===== src/hdl/lbs_pkg.sv =====
package lbs_pkg;

	localparam int unsigned TickW  = 16;
	localparam int unsigned CountW = 8;
	localparam int unsigned CfgIdxW = 2;

	localparam logic [TickW-1:0] OnTicksRst    = 16'd100;
	localparam logic [TickW-1:0] OffTicksRst   = 16'd400;
	localparam logic [TickW-1:0] PauseTicksRst = 16'd2000;

	typedef enum logic [1:0] {
		OP_TICK  = 2'd0,
		OP_START = 2'd1,
		OP_GREEN = 2'd2,
		OP_RED   = 2'd3
	} op_t;

	typedef enum logic [CfgIdxW-1:0] {
		CFG_ON    = 2'd0,
		CFG_OFF   = 2'd1,
		CFG_PAUSE = 2'd2
	} cfg_idx_t;

	typedef enum logic [3:0] {
		PH_IDLE  = 4'b0001,
		PH_ON    = 4'b0010,
		PH_OFF   = 4'b0100,
		PH_PAUSE = 4'b1000
	} phase_t;

	typedef struct packed {
		logic [TickW-1:0] on_ticks;
		logic [TickW-1:0] off_ticks;
		logic [TickW-1:0] pause_ticks;
	} cfg_t;

	typedef struct packed {
		phase_t            phase;
		logic [TickW-1:0]  tick_counter;
		logic [CountW-1:0] blinks_done;
		logic [CountW-1:0] target_blinks;
		logic              repeat_flag;
		logic              green_level;
		logic              red_level;
	} seq_state_t;

endpackage


===== src/hdl/lbs_cfg.sv =====
module lbs_cfg (
	input  logic                         clk,
	input  logic                         arst_n,
	input  logic                         cfg_we,
	input  logic [lbs_pkg::CfgIdxW-1:0]  cfg_index,
	input  logic [lbs_pkg::TickW-1:0]    cfg_data,
	output lbs_pkg::cfg_t                cfg
);
	import lbs_pkg::*;

	cfg_t cfg_q;

	// Drop writes to indexes beyond the register list.
	always_ff @(posedge clk or negedge arst_n) begin
		if (!arst_n) begin
			cfg_q.on_ticks    <= OnTicksRst;
			cfg_q.off_ticks   <= OffTicksRst;
			cfg_q.pause_ticks <= PauseTicksRst;
		end else if (cfg_we) begin
			case (cfg_idx_t'(cfg_index))
				CFG_ON:    cfg_q.on_ticks    <= cfg_data;
				CFG_OFF:   cfg_q.off_ticks   <= cfg_data;
				CFG_PAUSE: cfg_q.pause_ticks <= cfg_data;
				default:   ;
			endcase
		end
	end

	assign cfg = cfg_q;

endmodule


===== src/hdl/lbs_step.sv =====
module lbs_step (
	input  lbs_pkg::seq_state_t          cur,
	input  lbs_pkg::cfg_t                cfg,
	input  logic [1:0]                   operation,
	input  logic [lbs_pkg::CountW-1:0]   blink_count,
	input  logic                         repeat_mode,
	input  logic                         level,
	output lbs_pkg::seq_state_t          nxt
);
	import lbs_pkg::*;

	logic [TickW-1:0]  dur;
	logic [TickW-1:0]  len;
	logic [TickW-1:0]  cnt_inc;
	logic [CountW-1:0] done_inc;
	logic              phase_end;

	// Length of the running phase; a zero register acts as one tick.
	always_comb begin
		case (cur.phase)
			PH_ON:   dur = cfg.on_ticks;
			PH_OFF:  dur = cfg.off_ticks;
			default: dur = cfg.pause_ticks;
		endcase
		len = (dur == '0) ? TickW'(1) : dur;
	end

	assign cnt_inc   = cur.tick_counter + TickW'(1);
	assign done_inc  = cur.blinks_done + CountW'(1);
	assign phase_end = (cnt_inc >= len);

	always_comb begin
		nxt = cur;
		case (op_t'(operation))
			OP_TICK: begin
				if (cur.phase != PH_IDLE) begin
					if (!phase_end) begin
						nxt.tick_counter = cnt_inc;
					end else begin
						nxt.tick_counter = '0;
						case (cur.phase)
							PH_ON: begin
								nxt.green_level = 1'b0;
								nxt.phase       = PH_OFF;
							end
							PH_OFF: begin
								if (done_inc < cur.target_blinks) begin
									nxt.blinks_done = done_inc;
									nxt.green_level = 1'b1;
									nxt.phase       = PH_ON;
								end else if (cur.repeat_flag) begin
									nxt.blinks_done = done_inc;
									nxt.phase       = PH_PAUSE;
								end else begin
									nxt.blinks_done = '0;
									nxt.phase       = PH_IDLE;
								end
							end
							PH_PAUSE: begin
								nxt.blinks_done = '0;
								nxt.green_level = 1'b1;
								nxt.phase       = PH_ON;
							end
							default: nxt.phase = PH_IDLE;
						endcase
					end
				end
			end
			OP_START: begin
				nxt.target_blinks = (blink_count == '0) ? CountW'(1) : blink_count;
				nxt.repeat_flag   = repeat_mode;
				nxt.blinks_done   = '0;
				nxt.green_level   = 1'b1;
				nxt.phase         = PH_ON;
				nxt.tick_counter  = '0;
			end
			OP_GREEN: nxt.green_level = level;
			OP_RED:   nxt.red_level   = level;
			default:  nxt = cur;
		endcase
	end

endmodule


===== src/hdl/led_blink_sequencer_core.sv =====
// Each result passes through the input register, then the result register.
// Throughput: one item per cycle unless the result register stalls; the sequencer state
// updates in the same cycle that the result register loads, so the next held item already sees it.
// Reset (arst_n low, asynchronous): phase idle, counters zero, both LED levels dark,
// timing registers back to 100 / 400 / 2000 ticks, both pipeline stages empty.
module led_blink_sequencer_core (
	input  logic                         clk,
	input  logic                         arst_n,
	// input item channel
	input  logic                         in_valid,
	output logic                         in_ready,
	input  logic [1:0]                   operation,
	input  logic [lbs_pkg::CountW-1:0]   blink_count,
	input  logic                         repeat_mode,
	input  logic                         level,
	// result channel
	output logic                         out_valid,
	input  logic                         out_ready,
	output logic                         green_led,
	output logic                         red_led,
	output logic                         busy_res,
	// configuration write port
	input  logic                         cfg_we,
	input  logic [lbs_pkg::CfgIdxW-1:0]  cfg_index,
	input  logic [lbs_pkg::TickW-1:0]    cfg_data
);
	import lbs_pkg::*;

	cfg_t       cfg;
	seq_state_t state_q;
	seq_state_t state_nxt;

	// Input register stage.
	logic              valid_s1;
	logic [1:0]        op_s1;
	logic [CountW-1:0] count_s1;
	logic              repeat_s1;
	logic              level_s1;

	// Result register.
	logic out_valid_q;
	logic green_q;
	logic red_q;
	logic busy_q;

	logic advance;

	// The held item moves on when the result register is empty or drains this cycle.
	assign advance  = valid_s1 && (!out_valid_q || out_ready);
	// Accept a new transfer whenever the input register is empty or being emptied.
	assign in_ready = !valid_s1 || advance;

	lbs_cfg u_cfg (
		.clk       (clk),
		.arst_n    (arst_n),
		.cfg_we    (cfg_we),
		.cfg_index (cfg_index),
		.cfg_data  (cfg_data),
		.cfg       (cfg)
	);

	lbs_step u_step (
		.cur         (state_q),
		.cfg         (cfg),
		.operation   (op_s1),
		.blink_count (count_s1),
		.repeat_mode (repeat_s1),
		.level       (level_s1),
		.nxt         (state_nxt)
	);

	// Capture the input transfer; payload needs no reset.
	always_ff @(posedge clk or negedge arst_n) begin
		if (!arst_n) begin
			valid_s1 <= 1'b0;
		end else if (in_ready) begin
			valid_s1 <= in_valid;
		end
	end

	always_ff @(posedge clk) begin
		if (in_ready && in_valid) begin
			op_s1     <= operation;
			count_s1  <= blink_count;
			repeat_s1 <= repeat_mode;
			level_s1  <= level;
		end
	end

	// Advance the sequencer state once per item.
	always_ff @(posedge clk or negedge arst_n) begin
		if (!arst_n) begin
			state_q.phase         <= PH_IDLE;
			state_q.tick_counter  <= '0;
			state_q.blinks_done   <= '0;
			state_q.target_blinks <= '0;
			state_q.repeat_flag   <= 1'b0;
			state_q.green_level   <= 1'b0;
			state_q.red_level     <= 1'b0;
		end else if (advance) begin
			state_q <= state_nxt;
		end
	end

	// Load the result with the state left behind by this item; hold it until taken.
	always_ff @(posedge clk or negedge arst_n) begin
		if (!arst_n) begin
			out_valid_q <= 1'b0;
		end else if (advance) begin
			out_valid_q <= 1'b1;
		end else if (out_ready) begin
			out_valid_q <= 1'b0;
		end
	end

	always_ff @(posedge clk) begin
		if (advance) begin
			green_q <= state_nxt.green_level;
			red_q   <= state_nxt.red_level;
			busy_q  <= (state_nxt.phase != PH_IDLE);
		end
	end

	assign out_valid = out_valid_q;
	assign green_led = green_q;
	assign red_led   = red_q;
	assign busy_res  = busy_q;

`ifndef NO_ASSERTIONS
	a_phase_onehot: assert property (@(posedge clk) disable iff (!arst_n)
		$onehot(state_q.phase))
		else $error("sequencer phase is not one-hot");

	a_idle_count_clear: assert property (@(posedge clk) disable iff (!arst_n)
		(state_q.phase == PH_IDLE) |-> (state_q.blinks_done == '0))
		else $error("blink count left over in idle");

	a_running_target: assert property (@(posedge clk) disable iff (!arst_n)
		(state_q.phase != PH_IDLE) |-> (state_q.target_blinks != '0))
		else $error("sequence running with zero blink target");

	a_start_enters_on: assert property (@(posedge clk) disable iff (!arst_n)
		(advance && (op_s1 == OP_START)) |=>
			(state_q.phase == PH_ON && state_q.tick_counter == '0 && busy_res))
		else $error("start did not enter the on phase");

	a_held_item_kept: assert property (@(posedge clk) disable iff (!arst_n)
		(valid_s1 && !advance) |=> (valid_s1 && $stable(op_s1)))
		else $error("stalled item lost from input register");
`endif

endmodule


===== config.mk =====
export PLATFORM = sky130hd
export DESIGN_NAME = led_blink_sequencer_core
export DESIGN_NICKNAME = d
export VERILOG_FILES = /design/src/hdl/lbs_pkg.sv /design/src/hdl/lbs_cfg.sv /design/src/hdl/lbs_step.sv /design/src/hdl/led_blink_sequencer_core.sv
export SDC_FILE = /design/constraint.sdc
export NUM_CORES = 1
export LEC_CHECK = 0
export BUFFER_PORTS_ARGS = -buffer_cell sky130_fd_sc_hd__buf_2
export CORE_ASPECT_RATIO = 1.25
export CORE_UTILIZATION = 30
export DETAILED_ROUTE_END_ITERATION = 8
export PLACE_DENSITY = 0.44
export SYNTH_ARGS = -nofsm -noshare
export SYNTH_HDL_FRONTEND = slang
export SYNTH_SLANG_ARGS = --single-unit
export TNS_END_PERCENT = 30

===== constraint.sdc =====
create_clock -name clk -period 4.1 [get_ports clk]
set_clock_uncertainty 0.15 [all_clocks]
set_input_delay 0.205 -clock clk [delete_from_list [all_inputs] [get_ports clk]]
set_output_delay 0.205 -clock clk [all_outputs]
set_load 0.005 [all_outputs]

Yosys cells after proc, flatten, opt, wreduce, memory -nomap -nowiden
Cells that the tools add are included.

cells by class
  $add $sub $neg = 2
  multipliers = 0
  div/mod/pow operators = 0
  $lt $le $gt $ge = 2
  equality and inequality tests = 13
  shifts and indexed selects = 0
  muxes and demuxes = 22
  bitwise gates (word level) = 0
  reductions and logical operators = 18

operators with widths
  kind                                                                     number
  28-bit case mux with 2 select lines                                      1
  16-bit 2-to-1 mux                                                        2
  8-bit 2-to-1 mux                                                         4
  16-bit case mux with 2 select lines                                      1
  28-bit 2-to-1 mux                                                        1
  16-bit by 1-bit adder with 16-bit output, second input constant          1
  16-bit >= comparator                                                     1
  16-bit logical NOT                                                       1
  8-bit case mux with 2 select lines                                       1
  4-bit 2-to-1 mux                                                         3
  4-bit case mux with 3 select lines                                       1
  8-bit by 1-bit adder with 8-bit output, second input constant            1
  8-bit logical NOT                                                        1
  8-bit less-than comparator                                               1
  4-bit by 1-bit inequality test with 1-bit output, second input constant  2
  2-bit AND reduction                                                      4
  2-bit == test, second input constant                                     3
  1-bit 2-to-1 mux                                                         6
  1-bit case mux with 3 select lines                                       2
  5-bit AND reduction                                                      1
  2-bit by 1-bit == test with 1-bit output, second input constant          2
  4-bit by 2-bit == test with 1-bit output, second input constant          1
  4-bit by 3-bit == test with 1-bit output, second input constant          1
  4-bit == test, second input constant                                     1
  other kinds (8)                                                          14

word-level totals
  register bits after elaboration = 104
  latch bits = 0
  bits in writable memories = 0
  memory bits (read-only) = 0
  input port bits = 35
  output and inout bits = 5
  logic and storage cells = 76
  memories = 0

Longest topological paths before layout
Gate-level depths: netlist (run 1).

  depth after elaboration = 9
  gate-level depth with buffers = 18
  mapped depth without buffers = 13

Modules after synthesis
From an unflattened synthesis (run 1), not the netlist that was laid out.

second synthesis, totals
  cells, all modules = 676
  area, all modules = 6890.4 um^2

by module, submodules not included
  module                    instances  cells each  area each (um^2)  sequential area each (um^2)
  lbs_step                  1          467         2886.5            0.0
  led_blink_sequencer_core  1          107         2173.3            1477.7
  lbs_cfg                   1          102         1830.5            1216.2

Least setup slack after synthesis (run 1)
OpenSTA, ideal clock, no wires.

  path type = reg-to-reg
  start = reg state_q[35] (netlist bit)
  end = reg busy_q, in the netlist busy_res (data pin)
  setup time = 275 ps
  arrival time = 3246 ps
  data required time = 3675 ps
  setup slack = 429 ps
  cell stages (with the launch flop) = 19
  path buffers = 5
  clock period less this slack = 3671 ps
  path through = dfstp_2 -> clkbuf_2 -> or2_2 -> clkbuf_1 -> clkbuf_1 -> nor2_1 -> nand2_1 -> o21ai_0 -> o21ai_0 -> o21ai_0 -> ha_1 -> nand4_1 -> nor4_2 -> o31ai_2 -> and3_1 -> buf_6 -> buf_6 -> nor4_1 -> o221ai_1

on the way
  word-level cells in the longest chain between the ends = 9
  elaborated cells on any way between the ends = 13
  classes of those cells = 1 x order compare; 5 x eq/ne; 6 x mux; 1 x reduce/logical

RTL lines
  what                                                                                                  line                             text
  from (decl)                                                                                           led_blink_sequencer_core.sv:30   seq_state_t state_q;
  from (signal assigned)                                                                                led_blink_sequencer_core.sv:101  state_q <= state_nxt;
  4-bit by 3-bit == test with 1-bit output or 4-bit by 2-bit == test with 1-bit output (tied branches)  lbs_step.sv:20, lbs_step.sv:41
  16-bit case mux with 2 select lines                                                                   lbs_step.sv:20                   case (cur.phase)
  16-bit logical NOT                                                                                    lbs_step.sv:25                   len = (dur == '0) ? TickW'(1) : dur;
  16-bit 2-to-1 mux                                                                                     lbs_step.sv:25
  16-bit >= comparator                                                                                  lbs_step.sv:30                   assign phase_end = (cnt_inc >= len);
  4-bit 2-to-1 mux                                                                                      lbs_step.sv:37                   if (!phase_end) begin
  28-bit 2-to-1 mux                                                                                     lbs_step.sv:36                   if (cur.phase != PH_IDLE) begin
  28-bit case mux with 2 select lines *                                                                 lbs_step.sv:34                   case (op_t'(operation))
  4-bit by 1-bit inequality test with 1-bit output *                                                    led_blink_sequencer_core.sv:120  busy_q <= (state_nxt.phase != PH_IDLE);
  to (signal assigned)                                                                                  led_blink_sequencer_core.sv:120
  to (decl)                                                                                             led_blink_sequencer_core.sv:44   logic busy_q;

Every way passes the cells marked *; elsewhere a longest branch is shown, timed or not. The select of a mux whose other input is x is not followed.
A chain may end at the register's enable or synchronous reset.

Worst setup path after layout (run 1)
  start = reg state_q[19] (netlist bit)
  end = reg state_q[17] (netlist bit)

on the way
  word-level cells in the longest chain between the ends = 4

RTL lines
  what                                                        line            text
  16-bit by 1-bit adder with 16-bit output                    lbs_step.sv:28  assign cnt_inc = cur.tick_counter + TickW'(1);
  16-bit >= comparator                                        lbs_step.sv:30
  2-bit by 1-bit inequality test with 1-bit output (no line)  -
  5-bit AND reduction (no line)                               -

No other way between the ends.

==> results.tsv, run 1 <==
metric	value	unit
worst vdd ir	0.253	mV
Worst Max-Slew Pin Slew	1050	ps
placed cell count	785	
mapped cell area	0.00572	sq mm
Max Clock Freq	0.264	GHz
Mapped Nets	584	
dominant synthesized flop cell	dfrtp_1	
initial antenna violation count	0	
Worst-path clk slew	80	ps
hold path depth	3	
clk buf depth	2	
Worst Hold Class	in -> reg	
routed vias	4299	
CP Capture Type	register	
# diodes	0	
reg-to-reg slack, setup	320	ps
DRC Markers	2	
FF+latch count, synth	104	
async set-reset flop share out of synthesis	0.856	
share of the synthesized area in the top cell type	0.333	
Switching Fraction	0.280	
setup_tns	0	ps
I/O Buffers	39	
htree depth	3	
die width	125	um
Worst R2R End	state_q[17]$_DFFE_PN0P_	
Slew Viols, Final	0	
Avg Inst Size Synth	10.9	sq um
arrival time at the worst endpoint	3880	ps
yosys warns	0	
switching pwr	0.780	mW
hold slack	219	ps
cts bufs inserted	9	
Die Area	0.0196	sq mm
count leader, synth	dfrtp_1	
normalized max-slew margin	0.299	
crit share post-route	0.922	
Nets	655	
Clk pwr share	0.354	
Initial DRT Pass Iterations	6	
# rows	56	
CP Launch Type	register	
sequential share of the synthesized area	0.471	
Post-synth EDFFs	15	
drt first-iter violations	179	
Crit Reg-Reg Startpoint	state_q[19]$_DFFE_PN0P_	
CP max FO	8	
gr usage total	0.156	
Final Instance Count excl. Fillers	832	
dpl hpwl	10100	um
Die Span Y	156	um
layout cells sized above 1	0.262	
I/O pin count	40	
Initial Util	0.306	
clock root buffer	clkbuf_16	
first-pass GRT wire length	23400	um
synth unique cells	60	
Crit. Startpoint	state_q[19]$_DFFE_PN0P_	
number of global-route vias before repair	4501	
Int Pwr	2.01	mW
grt met1 use	0.177	
Core Area	0.0187	sq mm
status	complete, but fails checks	
Sink Count	104	
final hold violation count	0	
most area-consuming cells after synthesis	dfrtp_1 33%, mux2_2 12%, edfxtp_1 7.9%, dfstp_2 6.0%, ha_1 5.5%	
GRT Max-Usage Layer	met2	
Cells after Synth	524	
clk_lat worst skew	360	ps
power after layout	2.79	mW
gpl congestion	0.843	
final wirelength	14200	um
min cycle time layout	3780	ps
WS Path Type	reg -> reg	
unrepaired setup endpoints after global routing	no	
Commonest cells post-synth	76 x dfrtp_1, 63 x mux2_2, 37 x o21ai_0	
detailed-route vias per instance	5.17	
Logic pwr share	0.176	
antenna-violating nets left	0	
Max Cap Violations	0	
failing checks	design-rule violations	
grt met2 use	0.295	
Routed WL per cell	17.1	um
met3 usage	0.0219	
worst path required time	4200	ps
area delta synth->final	20.0	%
TritonCTS clock tree	built	
Post-CTS Setup Repair Bufs	0	
Synth area leader	dfrtp_1	
pwr/cell area	406	mW/mm^2
R2R depth	13	
sequential share of power	0.471	
gr ovfl total	0	
largest net degree at the start of global routing	67	
final-report setup violation count	0	
crit path to	state_q[17]$_DFFE_PN0P_	
Lkg Pwr	2.95	nW
[power by group through the flow]
stage	sequential [mW]	clock (mW)	combinational, mW
floorplan	1.29	0	0.337
global placement	1.33	0	0.462
detailed placement	1.33	0	0.477
CTS	1.31	1.02	0.501
global route	1.33	1.06	0.553
finish	1.31	0.986	0.489
[through the flow]
stage / utilization / area, sq um / setup slack (ps)
floorplan: - / 5720 / 429
global placement: 0.332 / 6200 / 350
detailed placement: 0.332 / 6200 / 297
CTS: 0.366 / 6850 / 269
global route: 0.367 / 6860 / 12.4
finish: 0.367 / 6860 / 319
[placed cells by master, fill, tap and decap left out, types with 5 or more instances in the layout]
cell           instances
dfrtp_1               76
mux2_2                63
buf_2                 38
o21ai_0               37
nor2_1                36
dlygate4sd3_1         31
nand2_1               29
a21oi_1               27
ha_1                  25
inv_1                 16
edfxtp_1              15
buf_4                 15
xor2_1                13
dfstp_2               13
nand3_1               11
nor2b_1               11
nand2b_1               9
a22oi_1                9
a31oi_1                9
clkbuf_16              9
and3_1                 8
nor3_1                 8
xnor2_1                7
nor4_1                 7
a32o_1                 7
a21o_1                 6
nor3b_1                5
[final cells by class]
class                      instances  area, sq um
clock buffer                       9          225
clock inverter                     7          111
fill                            1861        11900
inverter                          16         60.1
multi-input combinational        380         2860
sequential                       104         2690
tap                              232          290
timing repair buffer              84          613
[metal layers]
layer | routed length [um] | vias to the layer above
met3 | 244 | 15
met1 | 6150 | 2152
met2 | 7580 | 41
met4 | 216 | 0
met5 | 0 | -
li1 | - | 2091
[cell families after synthesis]
| group | share of synthesized area |
|---|---|
| compound gates | 0.153 |
| xor+xnor | 0.0306 |
| fa+ha+maj | 0.0547 |
| buf+inv | 0.0309 |
| flops | 0.471 |
| mux | 0.126 |
| simple gates | 0.133 |
[worst max-delay path: stages, from the launching register on]
cell and delay, ps:
dfrtp_1 440, ha_1 240, and3_1 200, and3_1 240, and3_1 250, nand3_1 150, xnor2_1 160, ha_1 300
nand4_1 140, nor4_2 330, o31ai_2 130, and3_1 260, o21ai_4 290, mux2_2 380
[worst min-delay path by stage]
stage / from / endpoint
global placement: arst_n / u_cfg.cfg[42]$_DFFE_PN0P_
global route: cfg_index[0] / u_cfg.cfg[46]$_DFFE_PN0P_
detailed placement: arst_n / u_cfg.cfg[25]$_DFFE_PN0P_
floorplan: arst_n / out_valid$_DFFE_PN0P_
finish: cfg_index[1] / u_cfg.cfg[38]$_DFFE_PN1P_
CTS: cfg_index[1] / u_cfg.cfg[44]$_DFFE_PN0P_
[flip-flops by register name, summed over array words and instances (netlist names)]
name,flops
state_q,39
green_led,1
u_cfg.cfg,48
op_s1,2
red_led,1
level_s1,1
busy_res,1
repeat_s1,1
valid_s1,1
out_valid,1
count_s1,8
[repair_timing]
item	4_1_cts	5_1_grt
endpoints found under the setup margin	0	6
gates resized for setup	0	1
hold buffers	31	0
endpoints found under the hold margin	116	0
No activity file was read; power rests on OpenSTA's default activity.
==> run 2: changes to the inputs <==
--- a/config.mk
+++ b/config.mk
@@ -11,2 +11,3 @@
 export DETAILED_ROUTE_END_ITERATION = 8
+export MAX_ROUTING_LAYER = met4
 export PLACE_DENSITY = 0.44
--- a/constraint.sdc
+++ b/constraint.sdc
@@ -4,2 +4,2 @@
 set_output_delay 0.205 -clock clk [all_outputs]
-set_load 0.005 [all_outputs]
+set_load 0.02 [all_outputs]
==> run 2 against run 1 <==
  * The flow still finishes with violations (design-rule violations)
  * Combinational power is 1% higher
  * Global-route usage is 0.45 points higher
  * Clock power hardly changed
  * Wire length is 0.27% lower
  * Flip-flop and latch count stayed put
  * Clock-buffer cell count stayed put
  * Register-to-register slack hardly changed
  * Fmax is 0.29% lower
  * Via count is 0.44% higher
  * Critical path type unchanged
  * Critical endpoint unchanged
  * Highest routed layer unchanged
==> results.tsv, run 2 (synthesized netlist as in run 1, its figures left out) <==
metric	value	unit
CP Launch Type	register	
clk buf depth	2	
Max Cap Violations	0	
worst vdd ir	0.254	mV
CP max FO	8	
# rows	56	
crit share post-route	0.925	
Final Instance Count excl. Fillers	832	
HP Start	cfg_index[1]	
Post-CTS Setup Repair Bufs	0	
reg-to-reg slack, setup	310	ps
final wirelength	14200	um
status	complete, but fails checks	
DRC Markers	2	
hold path depth	3	
detailed-route vias per instance	5.19	
most common cell after layout, fill and taps aside	dfrtp_1	
first-pass GRT wire length	23400	um
Worst-path clk slew	80	ps
cell area after placement	0.00620	sq mm
Initial DRT Pass Iterations	6	
R2R depth	13	
cts bufs inserted	9	
fin area	0.00686	sq mm
Core Area	0.0187	sq mm
Slew Viols, Final	0	
setup_tns	0	ps
# diodes	0	
clk_lat worst skew	360	ps
antenna-violating nets left	0	
TritonCTS clock tree	built	
Lkg Pwr	2.95	nW
gr ovfl total	0	
placed cell count	785	
number of global-route vias before repair	4507	
largest net degree at the start of global routing	67	
I/O Buffers	39	
Nets	655	
Die Span Y	156	um
dpl hpwl	10100	um
Worst Max-Slew Pin Slew	1040	ps
Max Clock Freq	0.264	GHz
Routed WL per cell	17.0	um
worst path required time	4200	ps
pwr/cell area	407	mW/mm^2
final hold violation count	0	
Hold Path End	u_cfg.cfg[38]$_DFFE_PN1P_	
area delta synth->final	20.0	%
die width	125	um
Sink Count	104	
Die Area	0.0196	sq mm
min cycle time layout	3790	ps
arrival time at the worst endpoint	3890	ps
gr usage total	0.161	
Worst R2R End	state_q[17]$_DFFE_PN0P_	
failing checks	design-rule violations	
unrepaired setup endpoints after global routing	no	
normalized max-slew margin	0.302	
Worst Hold Class	in -> reg	
htree depth	3	
layout cells sized above 1	0.262	
I/O pin count	40	
clock root buffer	clkbuf_16	
drt first-iter violations	165	
hold slack	221	ps
Initial Util	0.306	
fill cell count	1861	
initial antenna violation count	0	
final-report setup violation count	0	
most frequent cells in the layout	76 x dfrtp_1, 63 x mux2_2, 38 x buf_2	
gpl congestion	0.856	
WS Path Type	reg -> reg	
routed vias	4318	
CP Capture Type	register	
Crit Reg-Reg Startpoint	state_q[19]$_DFFE_PN0P_	
number of flip-flops in the largest register	48	
## run 2: cell counts in the layout (fill, tap and decap cells not counted)
Identical to the previous run, type by type.
## run 2: where the power goes
part | switching [mW] | total, mW | leakage (nW) | internal (mW)
Combinational | 0.245 | 0.495 | 1.56 | 0.250
Clock | 0.437 | 0.987 | 0.164 | 0.550
Sequential | 0.104 | 1.31 | 1.22 | 1.21
## run 2: critical path: stages, from the launching register on
cell     delay, ps
dfrtp_1        430
ha_1           240
and3_1         200
and3_1         240
and3_1         250
nand3_1        150
xnor2_1        160
ha_1           300
nand4_1        140
nor4_2         330
o31ai_2        130
and3_1         260
o21ai_4        300
mux2_2         380
## run 2: metal layers
layer / routed length (um) / global-route usage / vias to the layer above
met4: 211 / 0.0598 / 0
met2: 7590 / 0.295 / 47
li1: - / - / 2091
met5: 0 / - / -
met1: 6070 / 0.177 / 2167
met3: 282 / 0.0215 / 13
## run 2: per-stage QoR
stage	util	setup WS, ps	power (mW)
after floorplan	-	429	1.63
after global placement	0.332	350	1.80
after detailed placement	0.332	297	1.81
after CTS	0.366	269	2.84
after global routing	0.367	12.7	2.95
final	0.367	308	2.79
## run 2: worst max-delay path by stage
stage,start,to,slack (ps),cells after the start
after floorplan,state_q[35]$_DFFE_PN1P_,busy_res$_DFFE_PP_,430,18
after global placement,state_q[19]$_DFFE_PN0P_,state_q[18]$_DFFE_PN0P_,350,13
after detailed placement,state_q[19]$_DFFE_PN0P_,state_q[17]$_DFFE_PN0P_,300,13
after CTS,state_q[19]$_DFFE_PN0P_,state_q[17]$_DFFE_PN0P_,270,13
after global routing,state_q[19]$_DFFE_PN0P_,state_q[17]$_DFFE_PN0P_,10,13
final,state_q[19]$_DFFE_PN0P_,state_q[17]$_DFFE_PN0P_,310,13
## run 2: area by class of cell
cell class	count	area [sq um]	share of cell area
inverters	16	60.1	0.00876
clock buffers	9	225	0.0328
well taps	232	290	0.0423
clock inverters	7	111	0.0162
multi-input cells	380	2860	0.418
flip-flops and latches	104	2690	0.393
repair buffers	84	613	0.0894
## run 2: timing repair
item / in CTS / in global routing
endpoints found under the hold margin: 116 / 0
gates resized for setup: 0 / 1
setup endpoints to repair: 0 / 6
hold buffers: 31 / 0
